<file path="src/rtl/core/servo_slew_ramp_controller_defines.svh">
// Assertion helpers shared by the servo slew controller.
`ifndef SERVO_SLEW_RAMP_CONTROLLER_DEFINES_SVH
`define SERVO_SLEW_RAMP_CONTROLLER_DEFINES_SVH

// Same-cycle implication, disabled while reset is asserted.
`define SSRC_ASSERT_NOW(label, clk, rst_n, ante, cons) \
	label: assert property (@(posedge clk) disable iff (!rst_n) (ante) |-> (cons)) \
		else $error("ssrc: same-cycle check failed");

// Next-cycle implication, disabled while reset is asserted.
`define SSRC_ASSERT_NEXT(label, clk, rst_n, ante, cons) \
	label: assert property (@(posedge clk) disable iff (!rst_n) (ante) |=> (cons)) \
		else $error("ssrc: next-cycle check failed");

`endif

</file>
<file path="src/rtl/core/ssrc_pkg.sv">
`timescale 1ns / 1ps
package ssrc_pkg;

	localparam int NUM_LEGS_D       = 4;
	localparam int JOINTS_PER_LEG_D = 3;
	localparam int ANGLE_MAX_D      = 180;

	localparam int ANG_W   = 8;
	localparam int JSEL_W  = 5;
	localparam int MAX_RES = 12;
	localparam int CNT_W   = 4;

	localparam logic [ANG_W-1:0] POS_RESET = 8'd90;

	localparam logic [1:0] REQ_SET  = 2'd0;
	localparam logic [1:0] REQ_SNAP = 2'd1;
	localparam logic [1:0] REQ_TICK = 2'd2;

	localparam logic [2:0] REG_STEP  = 3'd0;
	localparam logic [2:0] REG_DB    = 3'd1;
	localparam logic [2:0] REG_PMIN  = 3'd2;
	localparam logic [2:0] REG_PMAX  = 3'd3;
	localparam logic [2:0] REG_OFFF  = 3'd4;
	localparam logic [2:0] REG_OFFR  = 3'd5;
	localparam logic [2:0] REG_CHMAP = 3'd6;

	localparam logic [7:0]  STEP_RESET  = 8'd2;
	localparam logic [7:0]  DB_RESET    = 8'd1;
	localparam logic [11:0] PMIN_RESET  = 12'd150;
	localparam logic [11:0] PMAX_RESET  = 12'd600;
	localparam logic [47:0] CHMAP_RESET = 48'hBA9876543210;

	typedef struct packed {
		logic [ANG_W-1:0] pos;
		logic [ANG_W-1:0] tgt;
		logic             act;
		logic             pend;
	} joint_t;

	typedef struct packed {
		logic             upd;
		logic [1:0]       req;
		logic [ANG_W-1:0] ang;
		logic [7:0]       step;
		logic [7:0]       db;
	} cmd_t;

	typedef struct packed {
		logic              wv;
		logic [JSEL_W-1:0] jsel;
		logic [3:0]        ld;
		logic              all;
		logic              last;
	} tok_t;

	typedef struct packed {
		logic        wv;
		logic [3:0]  ch;
		logic [11:0] pulse;
		logic [3:0]  jn;
		logic [3:0]  ld;
		logic        all;
		logic        last;
	} res_t;

	typedef struct packed {
		logic [11:0] pmin;
		logic [11:0] pmax;
		logic [47:0] offf;
		logic [47:0] offr;
		logic [47:0] chmap;
	} map_cfg_t;

endpackage

</file>
<file path="src/rtl/core/ssrc_cell.sv">
`timescale 1ns / 1ps
module ssrc_cell #(
	parameter int ANGLE_MAX = ssrc_pkg::ANGLE_MAX_D
) (
	input  logic            clk,
	input  logic            arst_n,
	input  ssrc_pkg::cmd_t  cmd,
	input  logic            hit,
	input  logic            shift,
	input  ssrc_pkg::joint_t nb,
	output ssrc_pkg::joint_t st,
	output ssrc_pkg::joint_t nxt
);

	localparam logic signed [9:0] AMAX_S = 10'(ANGLE_MAX);

	ssrc_pkg::joint_t st_q;
	logic [ssrc_pkg::ANG_W-1:0] ref_ang;
	logic signed [9:0] d;
	logic signed [9:0] sum;
	logic [8:0] dmag;
	logic near;
	logic [ssrc_pkg::ANG_W-1:0] stepped;

	assign st = st_q;

	// tick measures against the target, set/snap against the requested angle
	assign ref_ang = (cmd.req == ssrc_pkg::REQ_TICK) ? st_q.tgt : cmd.ang;
	assign d = $signed({2'b00, ref_ang}) - $signed({2'b00, st_q.pos});
	assign dmag = d[9] ? 9'(-d) : d[8:0];
	assign near = (dmag <= {1'b0, cmd.db});
	assign sum = d[9] ? ($signed({2'b00, st_q.pos}) - $signed({2'b00, cmd.step}))
		: ($signed({2'b00, st_q.pos}) + $signed({2'b00, cmd.step}));

	always_comb begin
		if (sum < 10'sd0) begin
			stepped = '0;
		end else if (sum > AMAX_S) begin
			stepped = AMAX_S[7:0];
		end else begin
			stepped = sum[7:0];
		end
	end

	always_comb begin
		nxt = st_q;
		if (cmd.upd) begin
			nxt.pend = 1'b0;
			unique case (cmd.req)
				ssrc_pkg::REQ_SET, ssrc_pkg::REQ_SNAP: begin
					if (hit) begin
						nxt.tgt = cmd.ang;
						if (cmd.req == ssrc_pkg::REQ_SNAP || near) begin
							nxt.pos  = cmd.ang;
							nxt.act  = 1'b0;
							nxt.pend = 1'b1;
						end else begin
							nxt.act = 1'b1;
						end
					end
				end
				ssrc_pkg::REQ_TICK: begin
					if (st_q.act) begin
						nxt.pend = 1'b1;
						if (near) begin
							nxt.pos = st_q.tgt;
							nxt.act = 1'b0;
						end else begin
							nxt.pos = stepped;
						end
					end
				end
				default: begin
				end
			endcase
		end
	end

	always_ff @(posedge clk or negedge arst_n) begin
		if (!arst_n) begin
			st_q <= '{pos: ssrc_pkg::POS_RESET, tgt: ssrc_pkg::POS_RESET,
				act: 1'b0, pend: 1'b0};
		end else if (cmd.upd) begin
			st_q <= nxt;
		end else if (shift) begin
			st_q <= nb;
		end
	end

endmodule

</file>
<file path="src/rtl/core/ssrc_pulse_map.sv">
`timescale 1ns / 1ps
module ssrc_pulse_map #(
	parameter int ANGLE_MAX = ssrc_pkg::ANGLE_MAX_D
) (
	input  logic                       clk,
	input  logic                       arst_n,
	input  logic                       launch,
	input  ssrc_pkg::tok_t             tok,
	input  logic [ssrc_pkg::ANG_W-1:0] pos,
	input  ssrc_pkg::map_cfg_t         cfg,
	input  logic                       out_ready,
	output logic                       busy,
	output logic                       out_valid,
	output ssrc_pkg::res_t             res
);

	localparam int SH = 20;
	localparam logic [13:0] RECIP = 14'((1 << SH) / ANGLE_MAX);
	localparam logic signed [9:0] AMAX_S = 10'(ANGLE_MAX);
	localparam logic [19:0] AMAX_W = 20'(ANGLE_MAX);

	logic [5:0][7:0]  offf_b;
	logic [5:0][7:0]  offr_b;
	logic [11:0][3:0] ch_b;
	logic [7:0] off;
	logic [3:0] ch;
	logic [ssrc_pkg::JSEL_W-1:0] jr;
	logic signed [9:0] asum;
	logic [7:0] a;
	ssrc_pkg::res_t r_in;

	logic v_s1, v_s2, v_s3, out_v_q;
	logic [7:0] a_s1;
	ssrc_pkg::res_t r_s1, r_s2, r_s3, out_q;
	logic [19:0] mag_s2, mag_s3;
	logic neg_s2, neg_s3;
	logic [11:0] q0_s3;

	logic signed [12:0] span;
	logic signed [21:0] prod;
	logic [21:0] magw;
	logic [33:0] qm;
	logic [19:0] qa;
	logic [19:0] rem;
	logic [12:0] q;
	logic [12:0] pulse13;
	ssrc_pkg::res_t r_out;

	assign offf_b = cfg.offf;
	assign offr_b = cfg.offr;
	assign ch_b   = cfg.chmap;
	assign jr     = tok.jsel - ssrc_pkg::JSEL_W'(6);

	// only the first twelve joints have an offset and a channel
	always_comb begin
		off = '0;
		ch  = '0;
		if (tok.jsel < ssrc_pkg::JSEL_W'(6)) begin
			off = offf_b[tok.jsel[2:0]];
		end else if (tok.jsel < ssrc_pkg::JSEL_W'(12)) begin
			off = offr_b[jr[2:0]];
		end
		if (tok.jsel < ssrc_pkg::JSEL_W'(12)) begin
			ch = ch_b[tok.jsel[3:0]];
		end
	end

	assign asum = $signed({2'b00, pos}) + $signed({{2{off[7]}}, off});

	always_comb begin
		if (asum < 10'sd0) begin
			a = '0;
		end else if (asum > AMAX_S) begin
			a = AMAX_S[7:0];
		end else begin
			a = asum[7:0];
		end
	end

	always_comb begin
		r_in.wv    = tok.wv;
		r_in.ch    = tok.wv ? ch : 4'd0;
		r_in.pulse = '0;
		r_in.jn    = tok.wv ? tok.jsel[3:0] : 4'd0;
		r_in.ld    = tok.ld;
		r_in.all   = tok.all;
		r_in.last  = tok.last;
	end

	assign span = $signed({1'b0, cfg.pmax}) - $signed({1'b0, cfg.pmin});
	assign prod = $signed({1'b0, a_s1}) * span;
	assign magw = prod[21] ? 22'(-prod) : 22'(prod);

	// quotient by reciprocal; estimate is at most one low
	assign qm = 34'(mag_s2) * 34'(RECIP);

	assign qa  = 20'(q0_s3) * AMAX_W;
	assign rem = mag_s3 - qa;
	assign q   = {1'b0, q0_s3} + 13'(rem >= AMAX_W);
	assign pulse13 = neg_s3 ? ({1'b0, cfg.pmin} - q) : ({1'b0, cfg.pmin} + q);

	always_comb begin
		r_out = r_s3;
		r_out.pulse = r_s3.wv ? pulse13[11:0] : 12'd0;
	end

	always_ff @(posedge clk or negedge arst_n) begin
		if (!arst_n) begin
			v_s1    <= 1'b0;
			v_s2    <= 1'b0;
			v_s3    <= 1'b0;
			out_v_q <= 1'b0;
		end else begin
			v_s1 <= launch;
			v_s2 <= v_s1;
			v_s3 <= v_s2;
			if (v_s3) begin
				out_v_q <= 1'b1;
			end else if (out_ready) begin
				out_v_q <= 1'b0;
			end
		end
	end

	always_ff @(posedge clk) begin
		if (launch) begin
			a_s1 <= a;
			r_s1 <= r_in;
		end
		if (v_s1) begin
			mag_s2 <= magw[19:0];
			neg_s2 <= prod[21];
			r_s2   <= r_s1;
		end
		if (v_s2) begin
			q0_s3  <= qm[SH+11:SH];
			mag_s3 <= mag_s2;
			neg_s3 <= neg_s2;
			r_s3   <= r_s2;
		end
		if (v_s3) begin
			out_q <= r_out;
		end
	end

	assign busy      = v_s1 | v_s2 | v_s3;
	assign out_valid = out_v_q;
	assign res       = out_q;

endmodule

</file>
<file path="src/rtl/core/servo_slew_ramp_controller.sv">
`timescale 1ns / 1ps
`include "servo_slew_ramp_controller_defines.svh"
// Slew-rate limiter for NUM_LEGS x JOINTS_PER_LEG servo joints. Each joint lives in one cell
// of a ring; a request updates all cells in its accept cycle, then the ring rotates once past
// the head cell and every joint the request wrote is sent through a four-stage pulse mapper
// (offset and clamp, multiply by span, reciprocal quotient, correction and add of pulse_min).
// One write is in flight at a time, and a request sends at most 12 writes; a request with no
// write yields one result with write_valid low. A new request is taken as soon as the ring is
// home again, while the previous results may still be draining. Register map (64-bit APB, 8
// bytes apart): step_size, deadband, pulse_min, pulse_max, offsets_front, offsets_rear,
// channel_map.
module servo_slew_ramp_controller #(
	parameter int NUM_LEGS       = ssrc_pkg::NUM_LEGS_D,
	parameter int JOINTS_PER_LEG = ssrc_pkg::JOINTS_PER_LEG_D,
	parameter int ANGLE_MAX      = ssrc_pkg::ANGLE_MAX_D
) (
	input  logic        clk,
	input  logic        arst_n,
	input  logic        s_tvalid,
	output logic        s_tready,
	input  logic [15:0] s_tdata,   // leg[1:0], joint[3:2], angle[14:4]
	input  logic [1:0]  s_tuser,   // req_type[1:0]
	output logic        m_tvalid,
	input  logic        m_tready,
	// write_valid[0], pwm_channel[4:1], pulse_ticks[16:5], joint_number[20:17],
	// legs_done[24:21], all_done[25]
	output logic [31:0] m_tdata,
	output logic        m_tlast,
	input  logic        psel,
	input  logic        penable,
	input  logic        pwrite,
	input  logic [5:0]  paddr,
	input  logic [63:0] pwdata,
	output logic [63:0] prdata,
	output logic        pready
);

	localparam int NJ = NUM_LEGS * JOINTS_PER_LEG;
	localparam int IW = (NJ > 1) ? $clog2(NJ) : 1;
	localparam int JW = ssrc_pkg::JSEL_W;
	localparam int CW = ssrc_pkg::CNT_W;

	typedef enum logic [2:0] {
		ST_IDLE  = 3'b001,
		ST_SCAN  = 3'b010,
		ST_EMPTY = 3'b100
	} state_t;

	state_t state_q;
	logic [IW-1:0] cnt_q;
	logic [CW-1:0] emit_q;
	logic [3:0] ld_q;
	logic all_q;

	logic [7:0]  step_q, db_q;
	logic [11:0] pmin_q, pmax_q;
	logic [47:0] offf_q, offr_q, chmap_q;

	logic cfg_wr;
	logic [2:0] cfg_idx;

	logic acc;
	logic signed [10:0] ang_raw;
	logic [ssrc_pkg::ANG_W-1:0] ang_c;
	logic addr_ok;
	logic [JW-1:0] j_req;
	logic [NJ-1:0] hit;
	ssrc_pkg::cmd_t cmd;

	ssrc_pkg::joint_t st [NJ];
	ssrc_pkg::joint_t nxt [NJ];
	ssrc_pkg::joint_t nb [NJ];
	logic shift;

	logic [NUM_LEGS-1:0] leg_busy;
	logic [3:0] ld_nxt;
	logic all_nxt;
	logic any_wr, rest_pend, any_pend;

	logic launch, launch_ok, head_ok, busy;
	ssrc_pkg::tok_t tok;
	ssrc_pkg::map_cfg_t mcfg;
	ssrc_pkg::res_t res;

	// configuration port
	assign pready  = 1'b1;
	assign cfg_wr  = psel & penable & pwrite & pready;
	assign cfg_idx = paddr[5:3];

	always_ff @(posedge clk or negedge arst_n) begin
		if (!arst_n) begin
			step_q  <= ssrc_pkg::STEP_RESET;
			db_q    <= ssrc_pkg::DB_RESET;
			pmin_q  <= ssrc_pkg::PMIN_RESET;
			pmax_q  <= ssrc_pkg::PMAX_RESET;
			offf_q  <= '0;
			offr_q  <= '0;
			chmap_q <= ssrc_pkg::CHMAP_RESET;
		end else if (cfg_wr) begin
			unique case (cfg_idx)
				ssrc_pkg::REG_STEP:  step_q  <= pwdata[7:0];
				ssrc_pkg::REG_DB:    db_q    <= pwdata[7:0];
				ssrc_pkg::REG_PMIN:  pmin_q  <= pwdata[11:0];
				ssrc_pkg::REG_PMAX:  pmax_q  <= pwdata[11:0];
				ssrc_pkg::REG_OFFF:  offf_q  <= pwdata[47:0];
				ssrc_pkg::REG_OFFR:  offr_q  <= pwdata[47:0];
				ssrc_pkg::REG_CHMAP: chmap_q <= pwdata[47:0];
				default: begin
				end
			endcase
		end
	end

	always_comb begin
		unique case (cfg_idx)
			ssrc_pkg::REG_STEP:  prdata = {56'd0, step_q};
			ssrc_pkg::REG_DB:    prdata = {56'd0, db_q};
			ssrc_pkg::REG_PMIN:  prdata = {52'd0, pmin_q};
			ssrc_pkg::REG_PMAX:  prdata = {52'd0, pmax_q};
			ssrc_pkg::REG_OFFF:  prdata = {16'd0, offf_q};
			ssrc_pkg::REG_OFFR:  prdata = {16'd0, offr_q};
			ssrc_pkg::REG_CHMAP: prdata = {16'd0, chmap_q};
			default:             prdata = '0;
		endcase
	end

	// request decode
	assign s_tready = (state_q == ST_IDLE);
	assign acc      = s_tvalid & s_tready;
	assign ang_raw  = $signed(s_tdata[14:4]);

	always_comb begin
		if (ang_raw < 11'sd0) begin
			ang_c = '0;
		end else if (ang_raw > $signed(11'(ANGLE_MAX))) begin
			ang_c = 8'(ANGLE_MAX);
		end else begin
			ang_c = ang_raw[7:0];
		end
	end

	assign addr_ok = (32'(s_tdata[1:0]) < NUM_LEGS) && (32'(s_tdata[3:2]) < JOINTS_PER_LEG);
	assign j_req   = JW'(s_tdata[1:0]) * JW'(JOINTS_PER_LEG) + JW'(s_tdata[3:2]);

	assign cmd.upd  = acc;
	assign cmd.req  = s_tuser;
	assign cmd.ang  = ang_c;
	assign cmd.step = (step_q == 8'd0) ? 8'd1 : step_q;
	assign cmd.db   = db_q;

	// ring of joint cells; the head cell drops its pending mark as it wraps
	always_comb begin
		for (int i = 0; i < NJ - 1; i++) begin
			nb[i] = st[i+1];
		end
		nb[NJ-1] = st[0];
		nb[NJ-1].pend = 1'b0;
	end

	for (genvar i = 0; i < NJ; i++) begin : g_cell
		assign hit[i] = addr_ok && (j_req == JW'(i));
		ssrc_cell #(
			.ANGLE_MAX(ANGLE_MAX)
		) u_cell (
			.clk   (clk),
			.arst_n(arst_n),
			.cmd   (cmd),
			.hit   (hit[i]),
			.shift (shift),
			.nb    (nb[i]),
			.st    (st[i]),
			.nxt   (nxt[i])
		);
	end

	// done flags from the state after the whole request
	always_comb begin
		ld_nxt  = '0;
		all_nxt = 1'b1;
		for (int l = 0; l < NUM_LEGS; l++) begin
			leg_busy[l] = 1'b0;
			for (int i = 0; i < JOINTS_PER_LEG; i++) begin
				leg_busy[l] = leg_busy[l] | nxt[l*JOINTS_PER_LEG+i].act;
			end
			if (l < 4) begin
				ld_nxt[2'(l)] = !leg_busy[l];
			end
			if (leg_busy[l]) begin
				all_nxt = 1'b0;
			end
		end
	end

	always_comb begin
		any_wr    = 1'b0;
		any_pend  = 1'b0;
		rest_pend = 1'b0;
		for (int i = 0; i < NJ; i++) begin
			any_wr   = any_wr | nxt[i].pend;
			any_pend = any_pend | st[i].pend;
		end
		for (int i = 1; i < NJ; i++) begin
			rest_pend = rest_pend | st[i].pend;
		end
	end

	// sequencer
	assign launch_ok = !busy && (!m_tvalid || m_tready);
	assign head_ok   = st[0].pend && (emit_q < CW'(ssrc_pkg::MAX_RES));

	always_comb begin
		launch   = 1'b0;
		shift    = 1'b0;
		tok.wv   = 1'b0;
		tok.jsel = '0;
		tok.ld   = ld_q;
		tok.all  = all_q;
		tok.last = 1'b1;
		unique case (state_q)
			ST_IDLE: begin
			end
			ST_SCAN: begin
				tok.wv   = 1'b1;
				tok.jsel = JW'(cnt_q);
				tok.last = (emit_q == CW'(ssrc_pkg::MAX_RES - 1)) || !rest_pend;
				if (head_ok) begin
					launch = launch_ok;
					shift  = launch_ok;
				end else begin
					shift = 1'b1;
				end
			end
			ST_EMPTY: begin
				launch = launch_ok;
			end
			default: begin
			end
		endcase
	end

	always_ff @(posedge clk or negedge arst_n) begin
		if (!arst_n) begin
			state_q <= ST_IDLE;
			cnt_q   <= '0;
			emit_q  <= '0;
			ld_q    <= '0;
			all_q   <= 1'b1;
		end else begin
			unique case (state_q)
				ST_IDLE: begin
					if (acc) begin
						ld_q    <= ld_nxt;
						all_q   <= all_nxt;
						cnt_q   <= '0;
						emit_q  <= '0;
						state_q <= any_wr ? ST_SCAN : ST_EMPTY;
					end
				end
				ST_SCAN: begin
					if (launch) begin
						emit_q <= emit_q + CW'(1);
					end
					if (shift) begin
						if (cnt_q == IW'(NJ - 1)) begin
							cnt_q   <= '0;
							state_q <= ST_IDLE;
						end else begin
							cnt_q <= cnt_q + IW'(1);
						end
					end
				end
				ST_EMPTY: begin
					if (launch) begin
						state_q <= ST_IDLE;
					end
				end
				default: begin
					state_q <= ST_IDLE;
				end
			endcase
		end
	end

	assign mcfg.pmin  = pmin_q;
	assign mcfg.pmax  = pmax_q;
	assign mcfg.offf  = offf_q;
	assign mcfg.offr  = offr_q;
	assign mcfg.chmap = chmap_q;

	ssrc_pulse_map #(
		.ANGLE_MAX(ANGLE_MAX)
	) u_map (
		.clk      (clk),
		.arst_n   (arst_n),
		.launch   (launch),
		.tok      (tok),
		.pos      (st[0].pos),
		.cfg      (mcfg),
		.out_ready(m_tready),
		.busy     (busy),
		.out_valid(m_tvalid),
		.res      (res)
	);

	assign m_tdata = {6'd0, res.all, res.ld, res.jn, res.pulse, res.ch, res.wv};
	assign m_tlast = res.last;

	// ring must be drained of pending writes whenever a new request can enter
	`SSRC_ASSERT_NOW(a_idle_no_pend, clk, arst_n, state_q == ST_IDLE, !any_pend)
	// the mapper carries a single write at a time
	`SSRC_ASSERT_NEXT(a_one_in_flight, clk, arst_n, launch, !launch)
	// a result without a write is always the only, hence last, one of its request
	`SSRC_ASSERT_NOW(a_nowrite_last, clk, arst_n, m_tvalid && !m_tdata[0], m_tlast)

endmodule
</file>
<file path="config.mk">
export PLATFORM = sky130hd
export DESIGN_NAME = servo_slew_ramp_controller
export DESIGN_NICKNAME = d
export VERILOG_FILES = /design/src/rtl/core/ssrc_pkg.sv /design/src/rtl/core/ssrc_cell.sv /design/src/rtl/core/ssrc_pulse_map.sv /design/src/rtl/core/servo_slew_ramp_controller.sv
export VERILOG_INCLUDE_DIRS = /design/src /design/src/rtl/core
export SDC_FILE = /design/constraint.sdc
export NUM_CORES = 2
export LEC_CHECK = 0
export BUFFER_PORTS_ARGS = -buffer_cell sky130_fd_sc_hd__buf_2
export CORE_UTILIZATION = 35
export DETAILED_ROUTE_END_ITERATION = 8
export PLACE_DENSITY = 0.54
export SLEW_MARGIN = 15
export SYNTH_ARGS = -nofsm -noshare
export SYNTH_HDL_FRONTEND = slang
export SYNTH_SLANG_ARGS = --single-unit
</file>
<file path="constraint.sdc">
create_clock -name clk -period 16.3 [get_ports clk]
set_input_delay 0.815 -clock clk [delete_from_list [all_inputs] [get_ports clk]]
set_output_delay 0.815 -clock clk [all_outputs]
set_load 0.03 [all_outputs]
</file>
# Yosys cells after proc, flatten, opt, wreduce, memory -nomap -nowiden

Cells that the tools add are included.

Bits in registers: 544
Latch bits: 0
Memory bits (writable): 0
Memory bits (read-only): 0
Output and inout port bits: 100
Logic and storage cells: 664
Memories kept: 0

$add $sub $neg: 59
$mul: 4
Divide/modulo/power cells: 0
Magnitude comparators: 48
Equality and inequality tests: 79
Shift operators: 0
Muxes and demuxes: 266
Bitwise operators: 34
Reduce and logical (&&, ||, !) cells: 78

Operators with widths:

| kind                                                                              | count |
|---|---|
| 18-bit two-way mux                                                                | 48 |
| 8-bit two-way mux                                                                 | 92 |
| 48-bit one-hot mux with 7 select lines                                            | 1 |
| 8-bit by 8-bit subtractor with 9-bit output                                       | 24 |
| 8-bit one-hot mux with 2 select lines                                             | 12 |
| 10-bit by 9-bit greater-than comparator with 1-bit output (second input constant) | 13 |
| 10-bit by 1-bit < comparator with 1-bit output (second input constant)            | 13 |
| 10-bit two-way mux                                                                | 12 |
| 8-bit by 8-bit adder with 9-bit output                                            | 12 |
| 9-bit by 8-bit <= comparator with 1-bit output                                    | 12 |
| 9-bit two-way mux                                                                 | 12 |
| 3-bit by 2-bit != test with 1-bit output (second input constant)                  | 36 |
| 9-bit negator                                                                     | 12 |
| 5-bit AND reduction                                                               | 12 |
| 8-bit binary-select mux with 3-bit select                                         | 2 |
| 2-bit one-hot mux with 2 select lines                                             | 12 |
| 1-bit two-way mux                                                                 | 45 |
| 3-bit AND reduction                                                               | 14 |
| 2-bit by 1-bit != test with 1-bit output (second input constant)                  | 17 |
| 20-bit by 13-bit multiplier with 32-bit output (second input constant)            | 1 |
| 1-bit bitwise OR                                                                  | 31 |
| 2-bit two-way mux                                                                 | 12 |
| 9-bit by 13-bit multiplier with 22-bit output                                     | 1 |
| 5-bit by 3-bit == test with 1-bit output (second input constant)                  | 4 |
| other kinds (53)                                                                  | 118 |

# Longest topological paths before layout

Depth after elaboration: 27
Gate-level depth with buffers: 45

# Cells and area by module

From an unflattened synthesis, not the netlist that was laid out.

Cell total of the unflattened synthesis: 7554
Area total of the unflattened synthesis: 64607.0 µm²

Modules (own cells, without submodules):

| module                           | instances | cells each | area each (µm²) | sequential area each (µm²) |
|---|---|---|---|---|
| ssrc_cell (g_cell[0].u_cell ...) | 9         | 415        | 3129.3          | 460.4 |
| ssrc_pulse_map                   | 1         | 1719       | 17380.4         | 4063.9 |
| servo_slew_ramp_controller       | 1         | 809        | 9801.9          | 4994.8 |
| ssrc_cell (g_cell[8].u_cell ...) | 2         | 435        | 3059.2          | 460.4 |
| ssrc_cell (g_cell[11].u_cell)    | 1         | 421        | 3143.0          | 460.4 |

# Worst setup path before layout

OpenSTA, ideal clock, no wires.

Path kind: register -> register
Start point: register u_map.q0_s3[1]
End point: register u_map.out_q (netlist bit u_map.res[21]), data pin
Arrival: 7648 ps
Required time: 16045 ps
Setup slack: 8397 ps
Stages on the path, launching flop included: 44
Path buffers: 0
Period minus slack after synthesis: 7903 ps
Cell sequence: edfxtp_1 -> ha_1 -> xor2_1 -> ha_1 -> inv_1 -> fa_1 -> inv_1 -> ha_1 -> nor2b_1 -> o21ai_0 -> a21boi_0 -> o21ai_0 -> a21boi_0 -> o21ai_0 -> a21boi_0 -> o21ai_0 -> nor2b_1 -> xor2_1 -> (+8 left out) -> nor4_1 -> nand3_1 -> ha_1 -> ha_1 -> inv_1 -> ha_1 -> mux2i_1 -> ha_1 -> nor2b_1 -> o21ai_0 -> a21boi_0 -> o21ai_0 -> a21boi_0 -> o21ai_0 -> a21oi_1 -> a211oi_1 -> or3_1 -> and3_1

Longest elaborated chain between the ends: 6
Elaborated cells between the ends (all ways): 7

RTL lines:

| item                                                          | line                  | RTL |
|---|---|---|
| start, declared                                               | ssrc_pulse_map.sv:37  | `logic [11:0] q0_s3;` |
| start signal, assigned                                        | ssrc_pulse_map.sv:136 | `q0_s3 <= qm[SH+11:SH];` |
| 12-bit by 6-bit multiplier with 18-bit output                 | ssrc_pulse_map.sv:97  | `assign qa = 20'(q0_s3) * AMAX_W;` |
| 20-bit subtractor                                             | ssrc_pulse_map.sv:98  | `assign rem = mag_s3 - qa;` |
| 20-bit by 8-bit greater-or-equal comparator with 1-bit output | ssrc_pulse_map.sv:99  | `assign q = {1'b0, q0_s3} + 13'(rem >= AMAX_W);` |
| 12-bit by 1-bit adder with 12-bit output (*)                  | ssrc_pulse_map.sv:99  |  |
| 12-bit adder or 12-bit subtractor (tied branches)             | ssrc_pulse_map.sv:100 | `assign pulse13 = neg_s3 ? ({1'b0, cfg.pmin} - q) : ({1'b0, cfg.pmin} + q);` |
| 12-bit two-way mux (*)                                        | ssrc_pulse_map.sv:100 |  |
| end signal, assigned                                          | ssrc_pulse_map.sv:142 | `out_q <= r_out;` |
| end, declared                                                 | ssrc_pulse_map.sv:34  | `ssrc_pkg::res_t r_s1, r_s2, r_s3, out_q;` |

Mark *: on every way between the ends. The rest lies on a longest branch, timed or not.
A chain may end at the register's enable or synchronous reset.

# Final worst setup path

Ends and elaborated chain as after synthesis.

==> flow_results.org <==
** Outcome
- The run finished with clean final reports.

** GRT
- Overall overflow remaining after global route :: 0
- Entering global routing, the biggest net connects 137 pins.
- The first global-routing pass estimated 307,000 microns of wire.
- Via count of the first global-routing pass :: 48,400
- Initial antenna violation count :: 13
- Across every metal layer, demand over resource in global routing totals 0.247.

** Synthesis
- Post-synth cell types :: 114
- The area fraction in compound gates after synthesis was 0.215.
- Synth Flop Type :: sky130_fd_sc_hd__dfrtp_1
- Synthesis produced 6,473 cells.
- Register bit total from synthesis :: 542
- Of the total synthesized cell area, the portion taken by XOR and XNOR cells is 0.0451.
- Mux cell area share after synthesis :: 0.0645
- Cell area after technology mapping :: 56,300 sq um
- A synthesized cell averages 8.70 sq um.
- By area, the combinational part of the netlist is dominated by compound AO/OA/AOI/OAI gates.
- Of the total synthesized cell area, the portion taken by AND, OR, NAND and NOR gates is 0.150.
- By area the synthesized netlist is led by sky130_fd_sc_hd__ha_1, sky130_fd_sc_hd__dfrtp_1, sky130_fd_sc_hd__fa_1.
- sky130_fd_sc_hd__ha_1 takes more of the synthesized area than any other cell.
- Most used standard cell by instance count after synthesis :: sky130_fd_sc_hd__ha_1
- During synthesis, Yosys emitted a total of 0 warnings.
- The share of the Yosys chip area taken by registers is 0.255.
- Share of flip-flops with an asynchronous set or reset :: 0.771
- Fraction of post-synthesis cell area in the top cell type by area :: 0.141
- Counting flops with a built-in enable in the synthesized netlist gives 124.
- Of the total synthesized cell area, the portion taken by full adders, half adders and majority gates is 0.212.
- By count the netlist is led by sky130_fd_sc_hd__ha_1, sky130_fd_sc_hd__inv_1, sky130_fd_sc_hd__nand2_1.

** Run
- Max-cap violations in this run came to 0.

** CTS
- Post-CTS timing repair inserted 0 buffers for setup.
- TritonCTS built the clock tree.
- TritonCTS created 69 clock buffers.
- Root Buffer Master :: sky130_fd_sc_hd__clkbuf_16
- CTS saw 542 sinks.
- After clock tree synthesis, the clock-pin slew on the worst setup and hold paths is 0.06 ns.
- In this run the number of H-tree levels came out at 3.
- For this design, the CTS-stage hold fixing added 0 buffers.
- The later pin in the worst-skew pair is clocked with a latency of 0.70 ns.
- The clock passes through at most 3 buffers.
- The number of gates resized after CTS was 0.

** Route
- Per-cell routed wire length :: 23.5 microns
- In this run the remaining antenna-violating nets after routing total 0.
- The pre-antenna-repair detailed-routing pass consisted of 6 iterations.
- The final layout contains routed wiring with a total length of 205,000 microns.
- Dividing the detail-routed via count by the number of cells gives 5.75.
- DRC violations left :: 0
- Violation count after the first detailed-route iteration :: 4,882
- Via count of the routed design :: 50,200

** Timing
- Hold violation count in the final report :: 0
- The total count of max-transition violations in the final report was 0.
- Timing would allow up to 107 MHz.
- RSZ-0062 raised after global routing :: false
- Final number of setup-violating endpoints :: 0
- Worst-Margin Slew :: 1.24 ns
- Hold slack :: 0.243 ns
- After layout, the minimum clock period comes to 9.38 ns.
- Post-route clock skew :: 0.0562 ns
- The worst pin sits at a relative slew slack of 0.174.
- After routing, the total negative slack on setup checks comes to 0 ns.
- Final Cycle Share :: 0.576

** Critical path
- For this run, the slowest stage of the critical path takes 0.56 ns.
- Top fanout value on the critical path :: 8
- STA classifies the critical path startpoint as a flop.
- The slowest stage of the critical path belongs to the cell sky130_fd_sc_hd__edfxtp_1.
- Crit path required time :: 16.71 ns
- Class of the most critical setup path :: reg -> reg
- STA classifies the critical path endpoint as a flop.
- For the worst setup path, the data arrival time is 9.79 ns.

** Placed design
- Placed Cells :: 8,601
- HPWL after DPL :: 153,000 microns
- Placement-stage cell area :: 59,500 sq um
- During placement, the flow inserted port buffers numbering 149.
- At the end of routability-driven placement, the weighted congestion stood at 0.958.

** Layout
- The count of cells in the finished layout, fillers not included, comes to 8,737.
- Summing all multi-input logic gate instances after layout gives 38,800 sq um.
- The net count of the finished layout is 7,454.
- Summing all flip-flop and latch instances after layout gives 14,300 sq um.
- The area growth from synthesis to layout is 10.1%.
- Fill cells :: 16,100
- In the final layout, the share of cells above drive strength 1 is 0.123.
- Post-route cell area :: 62,000 sq um

** Hold path
- The min-delay analysis places its worst path in the category in -> async.

** Die
- Starting density of the core :: 0.354
- The region available for standard cell placement spans 159,000 sq um.
- Die ar. :: 163,000 sq um
- Io pins :: 195
- Standard-cell row count :: 146
- From left edge to right edge, the die measures 403 microns.
- From bottom edge to top edge, the die measures 403 microns.
critical path, delay by kind of cell (launching register included):
family	cells	cell delay [ns]
AOI/OAI and AO/OA	18	3.06
and+or+nand+nor	9	1.81
xor gates and xnor gates	2	0.33
DFF	1	0.56
buffers and inverters	4	0.22
adders and majority gates	9	2.92
muxes	1	0.24
through the flow:
| stage | setup WS (ns) | util |
|---|---|---|
| 3_5_place_dp | 6.98 | 0.374 |
| 6_report | 6.92 | 0.390 |
| 4_1_cts | 6.91 | 0.390 |
| 2_1_floorplan | 8.40 | - |
| 3_3_place_gp | 6.99 | 0.374 |
| 5_1_grt | 6.02 | 0.390 |
cells in the final DEF (no fill, tap or decap), types with 72 or more instances in the layout:
cell	count
sky130_fd_sc_hd__xnor2_1	183
sky130_fd_sc_hd__dfstp_2	128
sky130_fd_sc_hd__nor2_1	419
sky130_fd_sc_hd__buf_4	99
sky130_fd_sc_hd__buf_2	147
sky130_fd_sc_hd__a31oi_1	72
sky130_fd_sc_hd__inv_1	563
sky130_fd_sc_hd__a21o_1	127
sky130_fd_sc_hd__nor3_1	120
sky130_fd_sc_hd__dfrtp_1	289
sky130_fd_sc_hd__nand3_1	119
sky130_fd_sc_hd__o22ai_1	151
sky130_fd_sc_hd__ha_1	633
sky130_fd_sc_hd__o21ai_0	365
sky130_fd_sc_hd__nor2b_1	84
sky130_fd_sc_hd__mux2_2	201
sky130_fd_sc_hd__fa_1	200
sky130_fd_sc_hd__mux2i_1	130
sky130_fd_sc_hd__edfxtp_1	124
sky130_fd_sc_hd__a21oi_1	502
sky130_fd_sc_hd__and2_1	130
sky130_fd_sc_hd__nand2_1	533
sky130_fd_sc_hd__xor2_1	102
sequential cells by signal (all words and copies together) (netlist names), 2 cells and up:
name	cells
ld_q	2
u_map.q0_s3	12
u_map.r_s2	13
u_map.r_s1	13
chmap_q	48
pmax_q	12
u_map.res	25
offr_q	48
offf_q	48
u_map.mag_s3	18
db_q	8
pmin_q	12
g_cell.u_cell.st	216
step_q	8
u_map.a_s1	8
state_q	3
u_map.mag_s2	20
emit_q	4
u_map.r_out	13
cnt_q	4
layer usage:
layer | GRT usage | routed length, microns
met5 | 0 | 63
met2 | 0.396 | 93100
met3 | 0.0378 | 13800
met1 | 0.327 | 88100
met4 | 0.110 | 10100
worst paths after layout:
check                               start                      end  slack (ns)  depth (start not counted)
max                        u_map.q0_s3[1]            u_map.res[21]        6.92                         43
min                                arst_n               offr_q[15]        0.24                          1
max reg2reg                u_map.q0_s3[1]            u_map.res[21]        6.92                         43
min reg2reg                u_map.r_out[6]             u_map.res[6]        0.42                          0
max in group asynchronous          arst_n  g_cell[4].u_cell.st[12]       13.85                          3
min in group clk               pwdata[29]               offf_q[29]        0.40                          2
cell families after synthesis:
group	after synthesis
compound gates	1858
xor+xnor	287
fa+ha+maj	833
buf+inv	859
flops	542
mux	334
other cells	2
simple gates	1758
cell type report:
| cell class | instances | area share |
|---|---|---|
| inverter | 570 | 0.0345 |
| multi-input combinational | 5095 | 0.626 |
| clock buffer | 86 | 0.0305 |
| clock inverter | 42 | 0.00982 |
| sequential | 542 | 0.231 |
| antenna | 8 | 0.000323 |
| tap | 2146 | 0.0433 |
| timing repair buffer | 248 | 0.0244 |
Power is left out: the tool's default activity adds up to more than one toggle a clock period on the data nets, which glitch-free logic cannot reach.
